### src/rtl/core/smf_pkg.sv
// package with types, constants and codes of the sliding median filter
`default_nettype none

package smf_pkg;

  localparam int SAMPLE_W       = 16;
  localparam int CFG_W          = 5;
  localparam int SEEN_W         = 6;
  localparam logic [SEEN_W-1:0] SEEN_MAX = 6'd63;
  localparam int MAX_WINDOW_DEF = 31;
  localparam logic [CFG_W-1:0] WINDOW_SIZE_RESET = 5'd3;
  localparam int PADDR_W        = 3;
  localparam int PDATA_W        = 32;
  // register index as seen on paddr[2]
  localparam logic REG_WINDOW_SIZE = 1'b0;

  typedef struct packed {
    logic signed [SAMPLE_W-1:0] sample;
    logic                       last_sample;
  } smf_sample_t;

  typedef struct packed {
    logic signed [SAMPLE_W-1:0] value;
    logic                       window_error;
    logic                       last_result;
  } smf_result_t;

  typedef enum logic [3:0] {
    S_IDLE,
    S_DECIDE,
    S_SORT,
    S_SORT_END,
    S_MED_OUT,
    S_MID_RD,
    S_MID_OUT,
    S_FL_RD,
    S_FL_OUT,
    S_ERR_OUT
  } smf_state_t;

  typedef enum logic [1:0] {
    RD_SORT,
    RD_MID,
    RD_FLUSH
  } smf_rd_src_t;

  typedef enum logic [1:0] {
    EM_MED,
    EM_RAW,
    EM_FLUSH,
    EM_ERR
  } smf_emit_t;

  typedef struct packed {
    logic        load;
    logic        sort_clear;
    logic        rd_en;
    smf_rd_src_t rd_src;
    logic        emit;
    smf_emit_t   emit_sel;
    logic        fl_load;
    logic        fl_dec;
  } smf_cmd_t;

  typedef struct packed {
    logic even;
    logic last;
    logic k_ge_h;
    logic k_ge_2h;
    logic h_zero;
    logic sort_last;
    logic fl_one;
    logic out_free;
  } smf_status_t;

endpackage

`default_nettype wire

### src/rtl/core/smf_ram.sv
// generic simple dual port ram with registered read
`default_nettype none

module smf_ram #(
  parameter int WIDTH = 16,
  parameter int DEPTH = 31
) (
  input  wire logic                     clk,
  input  wire logic                     we,
  input  wire logic [$clog2(DEPTH)-1:0] waddr,
  input  wire logic [WIDTH-1:0]         wdata,
  input  wire logic                     re,
  input  wire logic [$clog2(DEPTH)-1:0] raddr,
  output logic      [WIDTH-1:0]         rdata
);

  logic [WIDTH-1:0] mem [DEPTH];

  always_ff @(posedge clk) begin
    if (we) begin
      mem[waddr] <= wdata;
    end
    if (re) begin
      rdata <= mem[raddr];
    end
  end

endmodule

`default_nettype wire

### src/rtl/core/smf_datapath.sv
// datapath: sample ring, sorting cells, counters and result register
`default_nettype none

module smf_datapath import smf_pkg::*; #(
  parameter int MAX_WINDOW = MAX_WINDOW_DEF
) (
  input  wire logic        clk,
  input  wire logic        rst,
  input  wire logic [CFG_W-1:0] window_size,
  input  wire smf_sample_t sample_data,
  input  wire smf_cmd_t    cmd,
  output smf_status_t      st,
  output logic             result_valid,
  input  wire logic        result_stall,
  output smf_result_t      result_data
);

  localparam int AW      = $clog2(MAX_WINDOW);
  localparam int WW      = $clog2(MAX_WINDOW + 1);
  localparam int CMPW    = 9;
  localparam int MAX_ODD = (MAX_WINDOW % 2 == 1) ? MAX_WINDOW : MAX_WINDOW - 1;

  // latched item
  logic                       last_reg;
  logic                       even_reg;
  logic [WW-1:0]              w_reg;
  logic [AW-1:0]              h_reg;
  logic [SEEN_W-1:0]          k_reg;

  logic [SEEN_W-1:0] seen;
  logic [AW-1:0]     wp;
  logic [AW-1:0]     wp_next;
  logic [WW-1:0]     w_eff;

  logic [AW-1:0] cnt;
  logic [AW-1:0] fl_i;
  logic [AW-1:0] first_age;
  logic          ins_pend;

  logic [AW-1:0] age;
  logic [AW:0]   diff;
  logic [AW:0]   wrapped;
  logic [AW-1:0] raddr;
  logic [SAMPLE_W-1:0] rdata;

  logic signed [SAMPLE_W-1:0] cells      [MAX_WINDOW];
  logic signed [SAMPLE_W-1:0] cells_next [MAX_WINDOW];
  logic [MAX_WINDOW-1:0]      gt;
  logic [WW-1:0]              n;
  logic signed [SAMPLE_W-1:0] ins_val;

  logic        res_valid_next;
  smf_result_t res_next;

  // clamp the width to the largest odd width that fits the store
  always_comb begin
    if (CMPW'(window_size) > CMPW'(MAX_ODD)) begin
      w_eff = WW'(MAX_ODD);
    end else begin
      w_eff = WW'(window_size);
    end
  end

  assign wp_next = (wp == AW'(MAX_WINDOW - 1)) ? '0 : wp + AW'(1);

  always_ff @(posedge clk) begin
    if (rst) begin
      seen <= '0;
      wp   <= '0;
    end else if (cmd.load) begin
      wp <= wp_next;
      if (sample_data.last_sample) begin
        seen <= '0;
      end else if (seen != SEEN_MAX) begin
        seen <= seen + SEEN_W'(1);
      end
    end
  end

  always_ff @(posedge clk) begin
    if (cmd.load) begin
      last_reg   <= sample_data.last_sample;
      even_reg   <= ~window_size[0];
      w_reg      <= w_eff;
      h_reg      <= AW'(w_eff >> 1);
      k_reg      <= seen;
    end
  end

  // status toward the controller
  always_comb begin
    st.even      = even_reg;
    st.last      = last_reg;
    st.k_ge_h    = CMPW'(k_reg) >= CMPW'(h_reg);
    st.k_ge_2h   = CMPW'(k_reg) >= (CMPW'(w_reg) - CMPW'(1));
    st.h_zero    = (h_reg == '0);
    st.sort_last = (cnt == AW'(w_reg - WW'(1)));
    st.fl_one    = (fl_i == AW'(1));
    st.out_free  = ~result_valid | ~result_stall;
  end

  assign first_age = st.k_ge_h ? h_reg : AW'(CMPW'(k_reg) + CMPW'(1));

  always_ff @(posedge clk) begin
    if (rst) begin
      cnt      <= '0;
      fl_i     <= '0;
      ins_pend <= 1'b0;
    end else begin
      ins_pend <= cmd.rd_en && (cmd.rd_src == RD_SORT);
      if (cmd.sort_clear) begin
        cnt <= '0;
      end else if (cmd.rd_en && (cmd.rd_src == RD_SORT)) begin
        cnt <= cnt + AW'(1);
      end
      if (cmd.fl_load) begin
        fl_i <= first_age;
      end else if (cmd.fl_dec) begin
        fl_i <= fl_i - AW'(1);
      end
    end
  end

  // age to ring address, wrapping below zero
  always_comb begin
    case (cmd.rd_src)
      RD_SORT:  age = cnt;
      RD_MID:   age = h_reg;
      RD_FLUSH: age = fl_i - AW'(1);
      default:  age = '0;
    endcase
    diff    = {1'b0, wp} - {1'b0, age};
    wrapped = diff + (AW+1)'(MAX_WINDOW);
    raddr   = diff[AW] ? wrapped[AW-1:0] : diff[AW-1:0];
  end

  smf_ram #(
    .WIDTH (SAMPLE_W),
    .DEPTH (MAX_WINDOW)
  ) u_ram (
    .clk   (clk),
    .we    (cmd.load),
    .waddr (wp_next),
    .wdata (sample_data.sample),
    .re    (cmd.rd_en),
    .raddr (raddr),
    .rdata (rdata)
  );

  // sorted cells, ascending; cells at or past the fill count act as +inf
  assign ins_val = $signed(rdata);

  always_comb begin
    for (int j = 0; j < MAX_WINDOW; j++) begin
      gt[j] = (WW'(j) >= n) || (cells[j] > ins_val);
    end
    cells_next[0] = gt[0] ? ins_val : cells[0];
    for (int j = 1; j < MAX_WINDOW; j++) begin
      if (!gt[j]) begin
        cells_next[j] = cells[j];
      end else if (!gt[j-1]) begin
        cells_next[j] = ins_val;
      end else begin
        cells_next[j] = cells[j-1];
      end
    end
  end

  always_ff @(posedge clk) begin
    if (rst) begin
      n <= '0;
    end else if (cmd.sort_clear) begin
      n <= '0;
    end else if (ins_pend) begin
      n <= n + WW'(1);
    end
  end

  always_ff @(posedge clk) begin
    if (ins_pend) begin
      cells <= cells_next;
    end
  end

  // result register
  always_comb begin
    res_next = result_data;
    case (cmd.emit_sel)
      EM_MED: begin
        res_next.value        = cells[h_reg];
        res_next.window_error = 1'b0;
        res_next.last_result  = last_reg & st.h_zero;
      end
      EM_RAW: begin
        res_next.value        = $signed(rdata);
        res_next.window_error = 1'b0;
        res_next.last_result  = last_reg & st.h_zero;
      end
      EM_FLUSH: begin
        res_next.value        = $signed(rdata);
        res_next.window_error = 1'b0;
        res_next.last_result  = st.fl_one;
      end
      EM_ERR: begin
        res_next.value        = '0;
        res_next.window_error = 1'b1;
        res_next.last_result  = 1'b1;
      end
      default: begin
        res_next.value        = '0;
        res_next.window_error = 1'b0;
        res_next.last_result  = 1'b0;
      end
    endcase
    if (cmd.emit) begin
      res_valid_next = 1'b1;
    end else if (!result_stall) begin
      res_valid_next = 1'b0;
    end else begin
      res_valid_next = result_valid;
    end
  end

  always_ff @(posedge clk) begin
    if (rst) begin
      result_valid <= 1'b0;
    end else begin
      result_valid <= res_valid_next;
    end
  end

  always_ff @(posedge clk) begin
    if (cmd.emit) begin
      result_data <= res_next;
    end
  end

endmodule

`default_nettype wire

### src/rtl/core/smf_ctrl.sv
// controller state machine sequencing one sample at a time
`default_nettype none

module smf_ctrl import smf_pkg::*; (
  input  wire logic        clk,
  input  wire logic        rst,
  input  wire logic        sample_valid,
  output logic             sample_stall,
  input  wire smf_status_t st,
  output smf_cmd_t         cmd
);

  smf_state_t state;
  smf_state_t state_next;

  always_ff @(posedge clk) begin
    if (rst) begin
      state <= S_IDLE;
    end else begin
      state <= state_next;
    end
  end

  assign sample_stall = (state != S_IDLE);

  always_comb begin
    state_next   = state;
    cmd          = '0;
    cmd.rd_src   = RD_SORT;
    cmd.emit_sel = EM_MED;
    case (state)
      S_IDLE: begin
        if (sample_valid) begin
          cmd.load   = 1'b1;
          state_next = S_DECIDE;
        end
      end
      S_DECIDE: begin
        if (st.even) begin
          state_next = st.last ? S_ERR_OUT : S_IDLE;
        end else if (st.k_ge_h) begin
          if (st.k_ge_2h) begin
            cmd.sort_clear = 1'b1;
            state_next     = S_SORT;
          end else begin
            state_next = S_MID_RD;
          end
        end else if (st.last) begin
          cmd.fl_load = 1'b1;
          state_next  = S_FL_RD;
        end else begin
          state_next = S_IDLE;
        end
      end
      S_SORT: begin
        cmd.rd_en  = 1'b1;
        cmd.rd_src = RD_SORT;
        if (st.sort_last) begin
          state_next = S_SORT_END;
        end
      end
      S_SORT_END: begin
        state_next = S_MED_OUT;
      end
      S_MED_OUT, S_MID_OUT: begin
        cmd.emit_sel = (state == S_MED_OUT) ? EM_MED : EM_RAW;
        if (st.out_free) begin
          cmd.emit = 1'b1;
          if (st.last && !st.h_zero) begin
            cmd.fl_load = 1'b1;
            state_next  = S_FL_RD;
          end else begin
            state_next = S_IDLE;
          end
        end
      end
      S_MID_RD: begin
        cmd.rd_en  = 1'b1;
        cmd.rd_src = RD_MID;
        state_next = S_MID_OUT;
      end
      S_FL_RD: begin
        cmd.rd_en  = 1'b1;
        cmd.rd_src = RD_FLUSH;
        state_next = S_FL_OUT;
      end
      S_FL_OUT: begin
        cmd.emit_sel = EM_FLUSH;
        if (st.out_free) begin
          cmd.emit   = 1'b1;
          cmd.fl_dec = 1'b1;
          state_next = st.fl_one ? S_IDLE : S_FL_RD;
        end
      end
      S_ERR_OUT: begin
        cmd.emit_sel = EM_ERR;
        if (st.out_free) begin
          cmd.emit   = 1'b1;
          state_next = S_IDLE;
        end
      end
      default: begin
        state_next = S_IDLE;
      end
    endcase
  end

endmodule

`default_nettype wire

### src/rtl/core/sliding_median_filter_core.sv
// top level of the sliding median filter: config register, controller, datapath
//
//   channel  direction  handshake                      payload
//   sample   in         sample_valid / sample_stall    smf_sample_t (sample, last_sample)
//   result   out        result_valid / result_stall    smf_result_t (value, error, last)
//   config   in         apb psel / penable / pready    window_size at byte address 0
//
// per sample after the load: decide only, with an even width or before h = w/2 samples
// are in; from then until 2h are in, read and emit the middle sample raw; once w are in,
// sort by one ring read per cycle into the sorting cells, then emit the median; a final
// sample adds a read and emit per flushed tail result, or an emit of the error result
// reset is synchronous and active high; no clearing pass, the ring needs none
// a stalled result holds in the output register and the sequencer waits on it
`default_nettype none

module sliding_median_filter_core import smf_pkg::*; #(
  parameter int MAX_WINDOW = MAX_WINDOW_DEF
) (
  input  wire logic               clk,
  input  wire logic               rst,
  // sample channel
  input  wire logic               sample_valid,
  output logic                    sample_stall,
  input  wire smf_sample_t        sample_data,
  // result channel
  output logic                    result_valid,
  input  wire logic               result_stall,
  output smf_result_t             result_data,
  // configuration port
  input  wire logic               psel,
  input  wire logic               penable,
  input  wire logic               pwrite,
  input  wire logic [PADDR_W-1:0] paddr,
  input  wire logic [PDATA_W-1:0] pwdata,
  output logic      [PDATA_W-1:0] prdata,
  output logic                    pready
);

  logic [CFG_W-1:0] window_size;
  smf_cmd_t         cmd;
  smf_status_t      st;

  // apb access phase writes the window width, low address bits are byte lanes
  always_ff @(posedge clk) begin
    if (rst) begin
      window_size <= WINDOW_SIZE_RESET;
    end else if (psel && penable && pwrite && (paddr[2] == REG_WINDOW_SIZE)) begin
      window_size <= pwdata[CFG_W-1:0];
    end
  end

  // readback, unmapped addresses read as zero
  assign prdata = (paddr[2] == REG_WINDOW_SIZE) ?
                  {{(PDATA_W-CFG_W){1'b0}}, window_size} : '0;
  assign pready = 1'b1;

  // sequencer: one sample at a time, stalls the sample channel while busy
  smf_ctrl u_ctrl (
    .clk          (clk),
    .rst          (rst),
    .sample_valid (sample_valid),
    .sample_stall (sample_stall),
    .st           (st),
    .cmd          (cmd)
  );

  // ring of recent samples, sorting cells and the result register
  smf_datapath #(
    .MAX_WINDOW (MAX_WINDOW)
  ) u_datapath (
    .clk          (clk),
    .rst          (rst),
    .window_size  (window_size),
    .sample_data  (sample_data),
    .cmd          (cmd),
    .st           (st),
    .result_valid (result_valid),
    .result_stall (result_stall),
    .result_data  (result_data)
  );

endmodule

`default_nettype wire

### config.mk
export PLATFORM = sky130hd
export DESIGN_NAME = sliding_median_filter_core
export DESIGN_NICKNAME = d
export VERILOG_FILES = /design/src/rtl/core/smf_pkg.sv /design/src/rtl/core/smf_ram.sv /design/src/rtl/core/smf_datapath.sv /design/src/rtl/core/smf_ctrl.sv /design/src/rtl/core/sliding_median_filter_core.sv
export SDC_FILE = /design/constraint.sdc
export NUM_CORES = 1
export LEC_CHECK = 0
export ABC_CLOCK_PERIOD_IN_PS = 4900
export CORE_MARGIN = 4
export CORE_UTILIZATION = 58
export DETAILED_ROUTE_END_ITERATION = 16
export DONT_BUFFER_PORTS = 1
export PLACE_DENSITY = 0.81
export REMOVE_ABC_BUFFERS = 1
export SETUP_SLACK_MARGIN = 0.05
export SLEW_MARGIN = 20
export SYNTH_ARGS = -nofsm -noshare
export SYNTH_HDL_FRONTEND = slang
export SYNTH_SLANG_ARGS = --single-unit
### constraint.sdc
create_clock -name clk -period 4.9 [get_ports clk]
set_input_delay 0.245 -clock clk [delete_from_list [all_inputs] [get_ports clk]]
set_output_delay 0.245 -clock clk [all_outputs]
set_load 0.005 [all_outputs]
Word level (Yosys, flattened, before mapping)
Memories as Yosys holds them, arrays and structs flattened. A register that Yosys moved wholly into a read port is not among the register bits.
Cells that the tools add are included.
{"block": "totals", "register_bits": 568, "mem_count": 1, "word_cells": 311, "mem_bits_rw": 496, "in_bits": 59}
{"name": "u_datapath.u_ram.mem", "depth": 31, "word_bits": 16, "rd": 1, "rd_ports_with_merged_regs": 1, "write_ports": 1, "line_no": "smf_ram.sv:17", "text": "logic [WIDTH-1:0] mem [DEPTH];"}
{"block": "op_classes", "add_sub_neg": 10, "mux": 77, "n_bitwise": 7, "n_lt_le_gt_ge": 65, "n_eq_ne": 24, "reduce_logical": 79}
{"cell": "$mux 16", "n": 32}
{"cell": "$gt 16x16->1", "n": 31}
{"cell": "$bmux 16 s5", "n": 1}
{"cell": "$ge 5x5->1 const A", "n": 15}
{"cell": "$pmux 18 s4", "n": 1}
{"cell": "$reduce_and 2->1", "n": 32}
{"cell": "$ge 4x5->1 const A", "n": 8}
{"cell": "$pmux 4 s9", "n": 1}
{"cell": "$logic_or 1x1->1", "n": 31}
{"cell": "$mux 5", "n": 6}
{"cell": "$mux 4", "n": 7}
{"cell": "$add 5x1->5 const B", "n": 4}
{"cell": "$ge 3x5->1 const A", "n": 4}
{"cell": "$mux 1", "n": 18}
{"cell": "$pmux 3 s3", "n": 2}
{"cell": "$eq 4x3->1 const B", "n": 4}
{"cell": "$mux 3", "n": 5}
{"cell": "$pmux 5 s3", "n": 1}
{"cell": "$mux 6", "n": 2}
{"cell": "$ge 1x5->1 const A", "n": 2}
{"cell": "$ge 2x5->1 const A", "n": 2}
{"cell": "$ne 2x2->1 const B", "n": 5}
{"cell": "$sub 5x1->5 const B", "n": 2}
{"cell": "$ge 6x9->1", "n": 1}
{"cell": "other kinds (30)", "n": 45}

Depth between registers and ports, before layout
{"block": "depth", "word_depth": 7, "mapped_depth": 24, "ltp_nobuf": 16}

Modules after synthesis
From an unflattened synthesis, not the netlist that was laid out.
{"block": "unflattened", "cells_unflattened": 4549, "area_unflattened_um2": 51521.9}
{"mod": "smf_datapath", "instances": 1, "cells_each": 3489, "area_each_um2": 30813.3, "seq_area_each_um2": 9178.8}
{"mod": "smf_ram", "instances": 1, "cells_each": 933, "area_each_um2": 19713.9, "seq_area_each_um2": 15374.7}
{"mod": "smf_ctrl", "instances": 1, "cells_each": 69, "area_each_um2": 505.5, "seq_area_each_um2": 80.1}
{"mod": "sliding_median_filter_core", "instances": 1, "cells_each": 58, "area_each_um2": 489.2, "seq_area_each_um2": 100.1}

Worst setup path after synthesis
OpenSTA, ideal clock, no wires.
{"block": "synth_path", "kind": "register -> register", "startpoint": "reg u_datapath.w_reg[1] (netlist name)", "endpoint": "reg u_datapath.u_ram.rdata[11], read port of u_datapath.u_ram.mem (data pin)", "stages_incl_launch_ff": 22, "setup_time_ns": 0.256, "path_buffers": 8, "arrival_time_ns": 4.860, "synth_period_minus_slack_ns": 5.117, "required_time_ns": 4.644, "setup_slack_ns": -0.217, "path_cell_list": "edfxtp_1 -> clkbuf_1 -> buf_1 -> clkbuf_1 -> mux2i_1 -> o21ai_0 -> ha_1 -> inv_1 -> fa_1 -> clkbuf_1 -> inv_1 -> ha_1 -> nor4b_1 -> a311oi_1 -> and2_4 -> buf_6 -> clkbuf_1 -> clkbuf_1 -> clkbuf_1 -> nand2_1 -> a31oi_1 -> nor3_2"}
{"item": "to (decl)", "line_no": "smf_ram.sv:14", "text": "output logic [WIDTH-1:0] rdata"}

Worst setup path in the final report
{"block": "layout_path", "startpoint": "reg u_datapath.fl_i[0]", "endpoint": "reg u_datapath.u_ram.rdata[14], read port of u_datapath.u_ram.mem (data pin)"}
{"block": "layout_between", "elab_chain_len": 5}
{"item": "from (decl)", "line_no": "smf_datapath.sv:36", "text": "logic [AW-1:0] fl_i;"}
{"item": "from (signal assigned)", "line_no": "smf_datapath.sv:117", "text": "fl_i <= first_age;"}
{"item": "from (signal assigned)", "line_no": "smf_datapath.sv:119", "text": "fl_i <= fl_i - AW'(1);"}
{"item": "$sub 5x1->5 *", "line_no": "smf_datapath.sv:129", "text": "RD_FLUSH: age = fl_i - AW'(1);"}
{"item": "$pmux 5 s3 *", "line_no": "smf_datapath.sv:126", "text": "case (cmd.rd_src)"}
{"item": "$sub 5x5->6 *", "line_no": "smf_datapath.sv:132", "text": "diff = {1'b0, wp} - {1'b0, age};"}
{"item": "$add 5x5->5", "line_no": "smf_datapath.sv:133", "text": "wrapped = diff + (AW+1)'(MAX_WINDOW);"}
{"item": "$mux 5 *", "line_no": "smf_datapath.sv:134", "text": "raddr = diff[AW] ? wrapped[AW-1:0] : diff[AW-1:0];"}
Every way passes the cells marked *; elsewhere a longest branch is shown, timed or not.
A chain may end at the register's enable or synchronous reset.

==> impl_results.md <==
- Worst setup path class: reg -> reg
- H-tree levels: 3
- Global-route wire length before repair: 178,000 um
- DPL Wire Length: 79,300 um
- Clk root buf: clkbuf_16
- FFs w/ async S/R, synth: 0%
- N_diodes: 0
- Die Area: 83,100 sq um
- FF-to-FF setup slack: 200 ps
- TritonCTS Buffers: 85
- Worst-margin pin slew: 1100 ps
- Number of core rows: 102
- Startpoint types: register
- Hold depth: 2
- Synth unique cells: 75
- Layout area overhead: 11.1%
- Worst Path Arrival: 5090 ps
- Top-area cell type share of the netlist area: 52.7%
- Die span in x: 288 um
- Pleak: 17.6 nW
- Avg Cell Area, Syn: 13.5 sq um
- Initial Utilization: 58.7%
- Io pins: 112
- CTS max path bufs: 3
- Number of synthesized register bits: 836
- Maxcap violations: 0
- CP endpoint kind: register
- Vias in the first global route: 30.3k
- Worst VDD drop: 0.712 mV
- Largest net degree at the start of global routing: 113
- Avg WL per Cell: 26.1 um
- Synth Cell Area: 45,500 sq um
- DRC violation total after the first TritonRoute iteration: 3,502
- FF-to-FF path depth: 15
- Tot Pwr: 35.6 mW
- GRT Resource Usage Total: 27.9%
- Sequential-to-total area share from yosys stat: 54.3%
- EDFF count, synth: 799
- Share of layout cells above drive strength 1: 19.8%
- Setup ws final: 203 ps
- Core Region: 77,600 sq um
- Max FFs per register: 496
- R2R Path Start: u_datapath.fl_i[0]$_SDFFE_PP0P_
- Worst R2R End: u_datapath.u_ram.rdata[14]$_DFFE_PP_
- RSZ-0062 raised after global routing: no
- IO buf count: 0
- Hold crit path type: in -> reg
- DR vias: 31.1k
- Top reg by flops: u_datapath.u_ram.mem
- GRT Residual Overflow: 0
- Vias per cell: 6.86
- Post-synth top flop: edfxtp_1
- Yosys top cell by area: edfxtp_1
- Crit Path Max Fanout: 29
- Worst slack, placed: 150 ps
- DRT Wirelength: 118,000 um
- Final Hold Viols: 0
- Post-route ant nets: 0
- CTS tree: yes
- RePlAce Congestion: 0.891
- First-pass DRT Iterations: 6
- Top post-synthesis cells by area: edfxtp_1 53%, ha_1 7.8%, mux2_2 6.1%
- Num Clock Sinks: 836
- Final Setup Violations: 0
- Pwr Density: 704 nW/um^2
- Nets: 3,766
- Final Skew: 28.0 ps
- Largest registers: u_datapath.u_ram.mem: 496 flops, u_datapath.cells: 256 flops, u_datapath.result_data: 18 flops
- Worst setup path startpoint: u_datapath.fl_i[0]$_SDFFE_PP0P_
- Yosys warnings: 0
- CTS clock-pin slew for the worst setup and hold paths: 60 ps
- Slew HR: 26.5%
- Setup Buffers After CTS: 0
- Max-slew violations: 0
- Clk Latency, worst-skew pair: 650 ps
- Die H: 288 um
- Crit path time final: 4700 ps
- Syn Inst Count: 3,368
- Status: complete, no violations
- CP required: 5290 ps
- CP endpoint: u_datapath.u_ram.rdata[14]$_DFFE_PP_
- Fmax: 0.213 GHz
- Most frequent cells in the layout: 799 x edfxtp_1, 282 x ha_1, 248 x mux2_2
- Commonest non-fill, non-tap cell in the layout: edfxtp_1
- Fin crit share: 95.9%
- DRC Markers: 0
- Initial antenna violation count: 0
-- where the power goes --
group	total [mW]	internal [mW]	switching [mW]
Sequential	9.25	8.67	0.578
Combinational	19.8	7.78	12.0
Clock	6.58	3.75	2.83
Total	35.6	20.2	15.4
-- cell usage after synthesis, drive strengths merged, types with 5 or more instances --
| cell | number |
|---|---|
| buf | 71 |
| a221oi | 175 |
| ha | 284 |
| nand2 | 175 |
| o21ai | 59 |
| nor3 | 46 |
| o211ai | 42 |
| a211o | 5 |
| mux2 | 248 |
| and2 | 17 |
| nand3 | 91 |
| nand2b | 20 |
| inv | 65 |
| dfxtp | 37 |
| a211oi | 34 |
| o22a | 14 |
| nor2 | 190 |
| nor2b | 47 |
| clkbuf | 162 |
| o21a | 21 |
| a31oi | 23 |
| nor4 | 13 |
| and3 | 5 |
| nand4 | 48 |
| and4 | 8 |
| or2 | 13 |
| a32o | 28 |
| o32ai | 7 |
| xor2 | 18 |
| o22ai | 25 |
| a222oi | 13 |
| o221ai | 17 |
| edfxtp | 799 |
| a21oi | 96 |
| o31ai | 9 |
| mux2i | 202 |
| a21o | 55 |
| xnor2 | 20 |
| mux4 | 112 |
| a2111oi | 5 |
-- worst min path at each step --
| stage | startpoint | to |
|---|---|---|
| 2_1_floorplan | rst | u_ctrl.state[0]$_SDFFE_PP0P_ |
| 3_3_place_gp | rst | u_datapath.wp[3]$_SDFFE_PP0P_ |
| 3_5_place_dp | rst | u_datapath.result_valid$_SDFFE_PP0P_ |
| 4_1_cts | pwrite | window_size[0]$_SDFFE_PP1P_ |
| 5_1_grt | pwrite | window_size[0]$_SDFFE_PP1P_ |
| 6_report | pwrite | window_size[0]$_SDFFE_PP1P_ |
-- layout make-up --
type,count,area (sq um)
Multi-Input combinational cell,2259,19800
Clock inverter,59,596
Tap cell,1040,1300
Clock buffer,97,2210
Sequential cell,836,24700
Fill cell,5459,27000
Timing Repair Buffer,174,1660
Inverter,66,249
-- logic make-up (layout without fill, tap and decap cells) --
group / after synthesis / after routing / share of synthesized area (%)
xor gates and xnor gates: 38 / 38 / 0.731
and+or+nand+nor: 689 / 689 / 7.32
adders and majority gates: 285 / 285 / 7.85
muxes: 562 / 562 / 16.1
buffers and inverters: 299 / 396 / 2.81
other: 2 / 28 / 0.0165
AOI/OAI and AO/OA: 657 / 657 / 10.9
DFF: 836 / 836 / 54.3
-- critical path: stages (launching register included) --
cell and delay, ps:
dfxtp_1 400, inv_1 90, ha_1 320, a211oi_1 250, a21oi_1 120, fa_4 890
inv_1 130, ha_4 200, nor4b_1 140, a311oi_1 350, and2_4 440, buf_12 240
mux4_2 310, nor2b_1 140, a211oi_1 310, nor4b_1 100
-- through the flow --
| stage | hold slack [ps] | util [%] | cells | cell area (sq um) | setup TNS [ps] |
|---|---|---|---|---|---|
| CTS | 18.8 | 65.2 | 4530 | 50600 | 0 |
| finish | 48.4 | 65.2 | 4531 | 50600 | 0 |
| global placement | 318 | 60.9 | 4335 | 47200 | 0 |
| detailed placement | 320 | 60.9 | 4335 | 47200 | 0 |
| floorplan | 314 | - | 3161 | 44600 | -162480 |
| global route | 54.0 | 65.2 | 4531 | 50600 | 0 |
-- timing repair --
item,4_1_cts,5_1_grt
endpoints found under the setup margin,0,16
gates resized for setup,0,5
hold buffers,39,0
hold endpoints to repair,534,0
-- metal layers --
layer | vias to the layer above | global-route usage, % | routed length, um
met5 | - | 0 | 0
met4 | 0 | 11.6 | 5350
met3 | 322 | 4.21 | 9500
met2 | 1686 | 49.3 | 60600
met1 | 15500 | 34.5 | 42900
li1 | 13600 | - | -
Note: power is estimated with default switching activity, not from simulation.
